**config.mk**
```make
export PLATFORM = sky130hd
export DESIGN_NAME = wav_pcm_stream_parser_top
export DESIGN_NICKNAME = d
export VERILOG_FILES = /design/src/hdl/wpp_pkg.sv /design/src/hdl/wpp_parser.sv /design/src/hdl/wav_pcm_stream_parser_top.sv
export SDC_FILE = /design/constraint.sdc
export NUM_CORES = 1
export LEC_CHECK = 0
export BUFFER_PORTS_ARGS = -buffer_cell sky130_fd_sc_hd__buf_2
export CAP_MARGIN = 10
export CELL_PAD_IN_SITES_DETAIL_PLACEMENT = 0
export CELL_PAD_IN_SITES_GLOBAL_PLACEMENT = 2
export CORE_AREA = 3 3 188 190
export CTS_BUF_LIST = sky130_fd_sc_hd__clkbuf_2
export DETAILED_ROUTE_END_ITERATION = 8
export DIE_AREA = 0 0 191 193
export GPL_ROUTABILITY_DRIVEN = 0
export PLACE_DENSITY_LB_ADDON = 0.15
export SLEW_MARGIN = 10
export SYNTH_ARGS = -nofsm -noshare
export SYNTH_HDL_FRONTEND = slang
export SYNTH_SLANG_ARGS = --single-unit
```
**constraint.sdc**
```tcl
create_clock -name clk -period 19.1 [get_ports clk]
set_clock_uncertainty 0.2 [all_clocks]
set_input_delay 2.865 -clock clk [delete_from_list [all_inputs] [get_ports clk]]
set_output_delay 2.865 -clock clk [all_outputs]
set_load 0.01 [all_outputs]
```
**src/hdl/wpp_pkg.sv**
```systemverilog
// ----------------------------------------------------------------------------
// wpp_pkg
// Shared types and constants for the WAV PCM stream parser: parse phases,
// result status codes, chunk identifiers and the result record.
// ----------------------------------------------------------------------------
`default_nettype none

package wpp_pkg;

    // Little-endian chunk identifiers as they appear when four bytes are packed.
    localparam logic [31:0] ID_RIFF = 32'h4646_4952;
    localparam logic [31:0] ID_WAVE = 32'h4556_4157;
    localparam logic [31:0] ID_FMT  = 32'h2074_6d66;
    localparam logic [31:0] ID_DATA = 32'h6174_6164;

    // Accepted fmt chunk sizes and the extra bytes each one carries.
    localparam logic [31:0] FMT_SIZE_BASIC = 32'd16;
    localparam logic [31:0] FMT_SIZE_EXT   = 32'd18;
    localparam logic [31:0] FMT_SIZE_LONG  = 32'd40;
    localparam logic [31:0] EXTRA_EXT      = FMT_SIZE_EXT - FMT_SIZE_BASIC;
    localparam logic [31:0] EXTRA_LONG     = FMT_SIZE_LONG - FMT_SIZE_BASIC;

    // Field values checked in the fmt chunk.
    localparam logic [31:0] FORMAT_PCM     = 32'd1;
    localparam logic [31:0] CHANNELS_MONO  = 32'd1;
    localparam logic [31:0] CHANNELS_DUAL  = 32'd2;
    localparam logic [31:0] BITS_NARROW    = 32'd8;
    localparam logic [31:0] BITS_WIDE      = 32'd16;

    typedef enum logic [4:0] {
        PH_RIFF,
        PH_RIFF_SIZE,
        PH_WAVE,
        PH_FMT_SCAN,
        PH_FMT_SIZE,
        PH_FORMAT,
        PH_CHANNELS,
        PH_RATE,
        PH_BYTE_RATE,
        PH_ALIGN,
        PH_BITS,
        PH_SKIP_EXTRA,
        PH_CHUNK_ID,
        PH_CHUNK_SIZE,
        PH_SKIP_CHUNK,
        PH_DATA_SIZE,
        PH_DATA,
        PH_DONE,
        PH_ERROR
    } phase_t;

    typedef enum logic [3:0] {
        ST_FRAME       = 4'd0,
        ST_PARTIAL_END = 4'd1,
        ST_BAD_RIFF    = 4'd2,
        ST_BAD_WAVE    = 4'd3,
        ST_FMT_SIZE    = 4'd4,
        ST_NOT_PCM     = 4'd5,
        ST_CHANNELS    = 4'd6,
        ST_ZERO_RATE   = 4'd7,
        ST_BITS        = 4'd8
    } status_t;

    typedef struct packed {
        status_t            status;
        logic signed [15:0] left_sample;
        logic signed [15:0] right_sample;
        logic               end_of_data;
        logic               stereo;
        logic               sixteen_bit;
        logic [31:0]        sample_rate;
    } result_t;

endpackage

`default_nettype wire

```
**src/hdl/wpp_parser.sv**
```systemverilog
// ----------------------------------------------------------------------------
// wpp_parser
// Parser state and the combinational update for one file byte. Produces a
// result record and a flag telling whether this byte yields a transaction.
// ----------------------------------------------------------------------------
`default_nettype none

module wpp_parser (
    input  wire logic            clk,
    input  wire logic            rst_n,
    input  wire logic            step,
    input  wire logic [7:0]      file_byte,
    input  wire logic            start_of_file,
    output wpp_pkg::result_t     result,
    output logic                 emit
);
    import wpp_pkg::*;

    phase_t      phase_reg,  phase_next,  cur_phase;
    logic [1:0]  biw_reg,    biw_next,    cur_biw;
    logic [23:0] word_reg,   word_next,   cur_word;
    logic [31:0] skip_reg,   skip_next,   cur_skip;
    logic [31:0] data_reg,   data_next,   cur_data;
    logic        stereo_reg, stereo_next, cur_stereo;
    logic        wide_reg,   wide_next,   cur_wide;
    logic [31:0] rate_reg,   rate_next,   cur_rate;
    logic [23:0] frame_reg,  frame_next,  cur_frame;
    logic [1:0]  fidx_reg,   fidx_next,   cur_fidx;

    logic [31:0] ws32;
    logic [31:0] fb32;
    logic [2:0]  count;
    logic [2:0]  len;
    logic [2:0]  per_frame;
    logic [31:0] skip_dec;
    logic [31:0] data_dec;
    logic [31:0] v;

    // A start byte restarts the parser before the byte itself is parsed.
    always_comb
    begin
        if (start_of_file)
        begin
            cur_phase  = PH_RIFF;
            cur_biw    = '0;
            cur_word   = '0;
            cur_skip   = '0;
            cur_data   = '0;
            cur_stereo = 1'b0;
            cur_wide   = 1'b0;
            cur_rate   = '0;
            cur_frame  = '0;
            cur_fidx   = '0;
        end
        else
        begin
            cur_phase  = phase_reg;
            cur_biw    = biw_reg;
            cur_word   = word_reg;
            cur_skip   = skip_reg;
            cur_data   = data_reg;
            cur_stereo = stereo_reg;
            cur_wide   = wide_reg;
            cur_rate   = rate_reg;
            cur_frame  = frame_reg;
            cur_fidx   = fidx_reg;
        end
    end

    // Byte assembly for the header fields and for the sample frames.
    always_comb
    begin
        ws32 = {8'h00, cur_word} | ({24'h000000, file_byte} << {cur_biw, 3'b000});
        fb32 = {8'h00, cur_frame} | ({24'h000000, file_byte} << {cur_fidx, 3'b000});
        per_frame = (cur_wide && cur_stereo) ? 3'd4 :
                    (cur_wide || cur_stereo) ? 3'd2 : 3'd1;
        skip_dec = (cur_skip != '0) ? cur_skip - 32'd1 : cur_skip;
        data_dec = cur_data - 32'd1;
        v = ws32;
    end

    // Next state and result for the byte on the input.
    always_comb
    begin
        phase_next  = cur_phase;
        biw_next    = cur_biw;
        word_next   = cur_word;
        skip_next   = cur_skip;
        data_next   = cur_data;
        stereo_next = cur_stereo;
        wide_next   = cur_wide;
        rate_next   = cur_rate;
        frame_next  = cur_frame;
        fidx_next   = cur_fidx;
        count       = 3'd0;
        len         = 3'd4;
        emit        = 1'b0;
        result.status       = ST_FRAME;
        result.left_sample  = '0;
        result.right_sample = '0;
        result.end_of_data  = 1'b0;
        result.stereo       = cur_stereo;
        result.sixteen_bit  = cur_wide;
        result.sample_rate  = cur_rate;

        unique case (cur_phase)
            PH_ERROR, PH_DONE:
            begin
                // Bytes are ignored until the next start byte.
            end
            PH_SKIP_EXTRA, PH_SKIP_CHUNK:
            begin
                skip_next = skip_dec;
                if (skip_dec == '0)
                begin
                    phase_next = PH_CHUNK_ID;
                end
            end
            PH_DATA:
            begin
                count     = {1'b0, cur_fidx} + 3'd1;
                data_next = data_dec;
                if (count >= per_frame)
                begin
                    emit = 1'b1;
                    if (cur_wide)
                    begin
                        result.left_sample  = fb32[15:0];
                        result.right_sample = cur_stereo ? fb32[31:16] : 16'h0000;
                    end
                    else
                    begin
                        result.left_sample  = {8'h00, fb32[7:0]};
                        result.right_sample = cur_stereo ? {8'h00, fb32[15:8]} : 16'h0000;
                    end
                    result.end_of_data = (data_dec == '0);
                    frame_next = '0;
                    fidx_next  = '0;
                    if (data_dec == '0)
                    begin
                        phase_next = PH_DONE;
                    end
                end
                else if (data_dec == '0)
                begin
                    // Data ran out inside a frame: drop the collected bytes.
                    emit               = 1'b1;
                    result.status      = ST_PARTIAL_END;
                    result.end_of_data = 1'b1;
                    frame_next = '0;
                    fidx_next  = '0;
                    phase_next = PH_DONE;
                end
                else
                begin
                    frame_next = fb32[23:0];
                    fidx_next  = count[1:0];
                end
            end
            default:
            begin
                count = {1'b0, cur_biw} + 3'd1;
                if (cur_phase == PH_FORMAT || cur_phase == PH_CHANNELS ||
                    cur_phase == PH_ALIGN || cur_phase == PH_BITS)
                begin
                    len = 3'd2;
                end
                if (count < len)
                begin
                    biw_next  = count[1:0];
                    word_next = ws32[23:0];
                end
                else
                begin
                    biw_next  = '0;
                    word_next = '0;
                    unique case (cur_phase)
                        PH_RIFF:
                        begin
                            if (v != ID_RIFF)
                            begin
                                phase_next    = PH_ERROR;
                                emit          = 1'b1;
                                result.status = ST_BAD_RIFF;
                            end
                            else
                            begin
                                phase_next = PH_RIFF_SIZE;
                            end
                        end
                        PH_RIFF_SIZE:
                        begin
                            phase_next = PH_WAVE;
                        end
                        PH_WAVE:
                        begin
                            if (v != ID_WAVE)
                            begin
                                phase_next    = PH_ERROR;
                                emit          = 1'b1;
                                result.status = ST_BAD_WAVE;
                            end
                            else
                            begin
                                phase_next = PH_FMT_SCAN;
                            end
                        end
                        PH_FMT_SCAN:
                        begin
                            if (v == ID_FMT)
                            begin
                                phase_next = PH_FMT_SIZE;
                            end
                        end
                        PH_FMT_SIZE:
                        begin
                            phase_next = PH_FORMAT;
                            if (v == FMT_SIZE_BASIC)
                            begin
                                skip_next = '0;
                            end
                            else if (v == FMT_SIZE_EXT)
                            begin
                                skip_next = EXTRA_EXT;
                            end
                            else if (v == FMT_SIZE_LONG)
                            begin
                                skip_next = EXTRA_LONG;
                            end
                            else
                            begin
                                phase_next    = PH_ERROR;
                                emit          = 1'b1;
                                result.status = ST_FMT_SIZE;
                            end
                        end
                        PH_FORMAT:
                        begin
                            if (v != FORMAT_PCM)
                            begin
                                phase_next    = PH_ERROR;
                                emit          = 1'b1;
                                result.status = ST_NOT_PCM;
                            end
                            else
                            begin
                                phase_next = PH_CHANNELS;
                            end
                        end
                        PH_CHANNELS:
                        begin
                            if (v != CHANNELS_MONO && v != CHANNELS_DUAL)
                            begin
                                phase_next    = PH_ERROR;
                                emit          = 1'b1;
                                result.status = ST_CHANNELS;
                            end
                            else
                            begin
                                stereo_next = (v == CHANNELS_DUAL);
                                phase_next  = PH_RATE;
                            end
                        end
                        PH_RATE:
                        begin
                            if (v == '0)
                            begin
                                phase_next    = PH_ERROR;
                                emit          = 1'b1;
                                result.status = ST_ZERO_RATE;
                            end
                            else
                            begin
                                rate_next  = v;
                                phase_next = PH_BYTE_RATE;
                            end
                        end
                        PH_BYTE_RATE:
                        begin
                            phase_next = PH_ALIGN;
                        end
                        PH_ALIGN:
                        begin
                            phase_next = PH_BITS;
                        end
                        PH_BITS:
                        begin
                            if (v != BITS_NARROW && v != BITS_WIDE)
                            begin
                                phase_next    = PH_ERROR;
                                emit          = 1'b1;
                                result.status = ST_BITS;
                            end
                            else
                            begin
                                wide_next  = (v == BITS_WIDE);
                                phase_next = (cur_skip == '0) ? PH_CHUNK_ID : PH_SKIP_EXTRA;
                            end
                        end
                        PH_CHUNK_ID:
                        begin
                            phase_next = (v == ID_DATA) ? PH_DATA_SIZE : PH_CHUNK_SIZE;
                        end
                        PH_CHUNK_SIZE:
                        begin
                            skip_next  = v;
                            phase_next = (v == '0) ? PH_CHUNK_ID : PH_SKIP_CHUNK;
                        end
                        PH_DATA_SIZE:
                        begin
                            data_next  = v;
                            frame_next = '0;
                            fidx_next  = '0;
                            phase_next = (v == '0) ? PH_DONE : PH_DATA;
                        end
                        default:
                        begin
                            phase_next = PH_ERROR;
                        end
                    endcase
                end
            end
        endcase
    end

    // Parser state registers, updated once per accepted byte.
    always_ff @(posedge clk or negedge rst_n)
    begin
        if (!rst_n)
        begin
            phase_reg  <= PH_RIFF;
            biw_reg    <= '0;
            word_reg   <= '0;
            skip_reg   <= '0;
            data_reg   <= '0;
            stereo_reg <= 1'b0;
            wide_reg   <= 1'b0;
            rate_reg   <= '0;
            frame_reg  <= '0;
            fidx_reg   <= '0;
        end
        else if (step)
        begin
            phase_reg  <= phase_next;
            biw_reg    <= biw_next;
            word_reg   <= word_next;
            skip_reg   <= skip_next;
            data_reg   <= data_next;
            stereo_reg <= stereo_next;
            wide_reg   <= wide_next;
            rate_reg   <= rate_next;
            frame_reg  <= frame_next;
            fidx_reg   <= fidx_next;
        end
    end

endmodule

`default_nettype wire

```
**src/hdl/wav_pcm_stream_parser_top.sv**
```systemverilog
// ----------------------------------------------------------------------------
// wav_pcm_stream_parser_top
// Parses a WAV file delivered one byte per transaction and emits PCM frames
// or error status.
// ----------------------------------------------------------------------------
// Usage:
// The input channel (in_valid/in_ready) carries one file byte per
// transaction, with start_of_file marking the first byte of a new file.
// The output channel (out_valid/out_ready) carries at most one result per
// input byte: a sample frame, a partial-end flag or an error status.
// Each byte is parsed in the cycle it is accepted and any result appears in
// the output register on the next cycle. The block takes one byte per cycle
// while no result is stalled. The output register is the only limit:
// a new byte is taken whenever the register is empty or being read.
// When the receiver stalls with a result waiting, in_ready drops until that
// result is taken; bytes that produce no result still wait for it.
// Reset clears the parser to expect a RIFF id and empties the output
// register. Errors are reported once and then bytes are dropped until the
// next start byte.
// ----------------------------------------------------------------------------
`default_nettype none

module wav_pcm_stream_parser_top (
    input  wire logic               clk,
    input  wire logic               rst_n,
    input  wire logic               in_valid,
    output logic                    in_ready,
    input  wire logic [7:0]         file_byte,
    input  wire logic               start_of_file,
    output logic                    out_valid,
    input  wire logic               out_ready,
    output logic [3:0]              status,
    output logic signed [15:0]      left_sample,
    output logic signed [15:0]      right_sample,
    output logic                    end_of_data,
    output logic                    stereo,
    output logic                    sixteen_bit,
    output logic [31:0]             sample_rate
);
    import wpp_pkg::*;

    logic    step;
    logic    emit;
    result_t result;
    result_t result_reg;
    logic    out_valid_reg;

    // A byte is taken whenever the output register is free or draining.
    assign in_ready = !out_valid_reg || out_ready;
    assign step     = in_valid && in_ready;

    wpp_parser u_parser (
        .clk           (clk),
        .rst_n         (rst_n),
        .step          (step),
        .file_byte     (file_byte),
        .start_of_file (start_of_file),
        .result        (result),
        .emit          (emit)
    );

    // Output valid flag.
    always_ff @(posedge clk or negedge rst_n)
    begin
        if (!rst_n)
        begin
            out_valid_reg <= 1'b0;
        end
        else if (step && emit)
        begin
            out_valid_reg <= 1'b1;
        end
        else if (out_ready)
        begin
            out_valid_reg <= 1'b0;
        end
    end

    // Output payload register.
    always_ff @(posedge clk)
    begin
        if (step && emit)
        begin
            result_reg <= result;
        end
    end

    assign out_valid    = out_valid_reg;
    assign status       = result_reg.status;
    assign left_sample  = result_reg.left_sample;
    assign right_sample = result_reg.right_sample;
    assign end_of_data  = result_reg.end_of_data;
    assign stereo       = result_reg.stereo;
    assign sixteen_bit  = result_reg.sixteen_bit;
    assign sample_rate  = result_reg.sample_rate;

endmodule

`default_nettype wire

```
==> metrics.cfg <==
[setup_path]
startpoint_type = input port
critPathMaxStageDelay_ns = 0.64
end_kind = flip-flop
critical_path.cell_chain = buf_4 -> inv_2 -> nand2_1 -> ha_1 -> o2111ai_1 -> or4_1 -> o2bb2ai_1 -> or4_4 -> nor4_4 -> nand4_2 -> a31oi_4 -> buf_4
crit_fanout = 58
worstSetupStartpoint = start_of_file
worstPathArrival_ns = 8.48
critPathKind = input port to flip-flop
cp_num_buf_inv = 3
worstPathRequired_ns = 19.41
r2r_start = u_parser.data_reg[3]
crit_path_top_delay_cell = buf_4
crit_family = simple AND/OR/NAND/NOR gates
cpMostUsedCell = buf_4

[run_status]
status = finished clean

[route]
vias = 13900
via_per_inst = 6.32
drc = 0
drt_first_pass_iters = 6
routedWlPerCell_um = 24.3
drt_iter0_drc = 1436
drt-total-wl_um = 53700
final_antenna_net_count = 0

[synthesis]
synth_ff_type = dfrtp_1
netlist_instances = 1669
synth_top_area_share_pct = 27.6
syn_nets = 1694
synth_common_cells = nand2_1, nor2_1, dfrtp_1, o21ai_0, clkbuf_1
synth_edf_count = 71
yosys_warnings = 0
async_flop_share_pct = 68.7
syn_area_um2 = 14200
seq_area_frac_synth_pct = 42.6
yosys.area.top_type = dfrtp_1
avgSynthCellArea_um2 = 8.49
yosysMostFrequentCell = nand2_1
synth_cell_types = 84
synth_area_leaders = dfrtp_1, edfxtp_1, nand2_1
ys_ff_latch = 227

[power]
leakage_nw = 6.20
power_density_nw_per_um2 = 130
comb_power_share_pct = 47.7
seqPwrFrac_pct = 34.4
p_int_mw = 1.04
clkPwrFrac_pct = 17.9
swShare_pct = 48.5
vdd_drop_max_mv = 0.0686
p_sw_uw = 975

[place]
port_buffers = 85
hpwl_um = 35600
placed_area_um2 = 14900

[clock_network]
post_cts_buffers = 0
clk_pin_slew_worst_paths_ns = 0.09
htreeDepth = 3
cts_root_buf = clkbuf_2
cts_tree = yes
cts-hold-fix-buffers = 0
cts_buffer_depth = 3
numCtsBuffers = 67
cts_sinks = 227
clk_latency_ns = 0.94
cts_resized = 0

[floorplanning]
rows = 67
io-pin-count = 86
die_y_um = 193
die_area_um2 = 36900
start_util_pct = 42.1
die-width_um = 191
coreArea_um2 = 33600

[global_route]
grt_pass1_vias = 13200
antenna_found_initial = 3
grt_usage_pct = 29.0
grt_max_degree = 84
grt-ovfl-total = 0
grt_first_pass_wirelength_um = 82100

[layout]
nFillCells = 3404
syn2layout_area_growth_pct = 8.97
final_cell_area_um2 = 15400
drive_gt1_share_pct = 14.6
nNetsFinal = 1740

[hold_path]
hp-class = flip-flop to flip-flop
worstHoldStart = u_parser.rate_reg[3]

[sta]
period_needed_ns = 8.17
setup_viol = 0
hold_viol = 0
timing.fmax_ghz = 0.122
hold_slack_ns = 0.276
rsz0062_at_grt = false
finalCritPeriodShare_pct = 42.8
setup_tns_ns = 0
relSlewSlack_pct = 23.5
drv_slew = 0
worst_pin_slew_ns = 1.14

[job]
maxCapViolCount = 0

## worst register-to-register path, cell delays in order (launching register included)
cell and delay [ns]:
dfrtp_1 0.46, nor3_1 0.75, o2111ai_1 0.47, or4_1 0.53, o2bb2ai_1 0.17, or4_4 0.57, nor4_4 0.39, nand4_2 0.39
a31oi_4 0.55, buf_4 0.65
## metal layers
metal	share of wire (%)	wire length, um	track usage (%)	up-vias
li1	-	-	-	6362
met1	44	23600	41.0	6750
met2	45	23900	44.3	705
met3	7.9	4240	5.42	122
met4	3.6	1930	11.5	2
met5	0.024	13	0	-
## kinds of logic after synthesis
logic type | share of synthesized area [%]
simple gates | 24.2
compound gates | 25.4
flops | 42.6
buf+inv | 4.55
xor+xnor | 1.55
fa+ha+maj | 1.06
mux | 0.574
## path summary, 6_finish.rpt
check	to	slack, ns	depth (start not counted)
worst max register to register	right_sample[12]	13.51	9
max in group asynchronous	u_parser.frame_reg[3]	15.31	2
worst min register to register	u_parser.rate_reg[3]	0.28	2
min in group asynchronous	u_parser.skip_reg[17]	1.83	1
worst max-delay path	right_sample[12]	10.93	12
worst min-delay path	u_parser.rate_reg[3]	0.28	2
## power by group through the flow
stage / logic (mW) / clock network (mW) / registers [mW]
2_1_floorplan: 0.686 / 0 / 0.644
3_3_place_gp: 0.939 / 0 / 0.695
3_5_place_dp: 0.937 / 0 / 0.696
4_1_cts: 0.941 / 0.374 / 0.687
5_1_grt: 1.04 / 0.403 / 0.702
6_report: 0.960 / 0.360 / 0.691
## cells in the final DEF (no fill, tap or decap), drive strengths merged, types with 6 or more instances in the layout
cell type,count
o22ai,24
a31oi,39
clkbuf,99
a21oi,104
xnor2,21
inv,30
buf,115
a22oi,47
nor4b,6
or2,8
nor3,52
ha,12
nor4,38
and2,17
o21a,7
and3,13
nand4,23
nor2b,64
a211oi,13
nor2,160
o221ai,9
nand3,50
nand2b,11
clkinv,7
mux2i,7
or3,18
o21ai,157
o31ai,8
or4,17
a32oi,9
dfrtp,156
a21o,12
o211ai,9
nand2,183
edfxtp,71
a2bb2oi,7
a22o,51
## final cells by class
class / count / area (um2) / share of cell area, %
tap: 448 / 561 / 3.63
clock inverter: 12 / 55.1 / 0.357
timing repair buffer: 115 / 659 / 4.27
sequential: 227 / 6040 / 39.1
antenna: 2 / 5.00 / 0.0324
clock buffer: 99 / 495 / 3.21
multi-input combinational: 1277 / 7520 / 48.7
inverter: 27 / 101 / 0.657
## per-stage QoR
stage	worst slack (ns)	std cells	total power, mW	utilization [%]
after floorplan	7.85	1669	1.33	-
after global placement	10.25	2094	1.63	44.3
after detailed placement	10.10	2094	1.63	44.3
after CTS	11.10	2205	2.00	45.9
after global routing	10.78	2206	2.15	45.9
final	10.93	2207	2.01	45.9
Note: power is estimated with default switching activity, not from simulation.
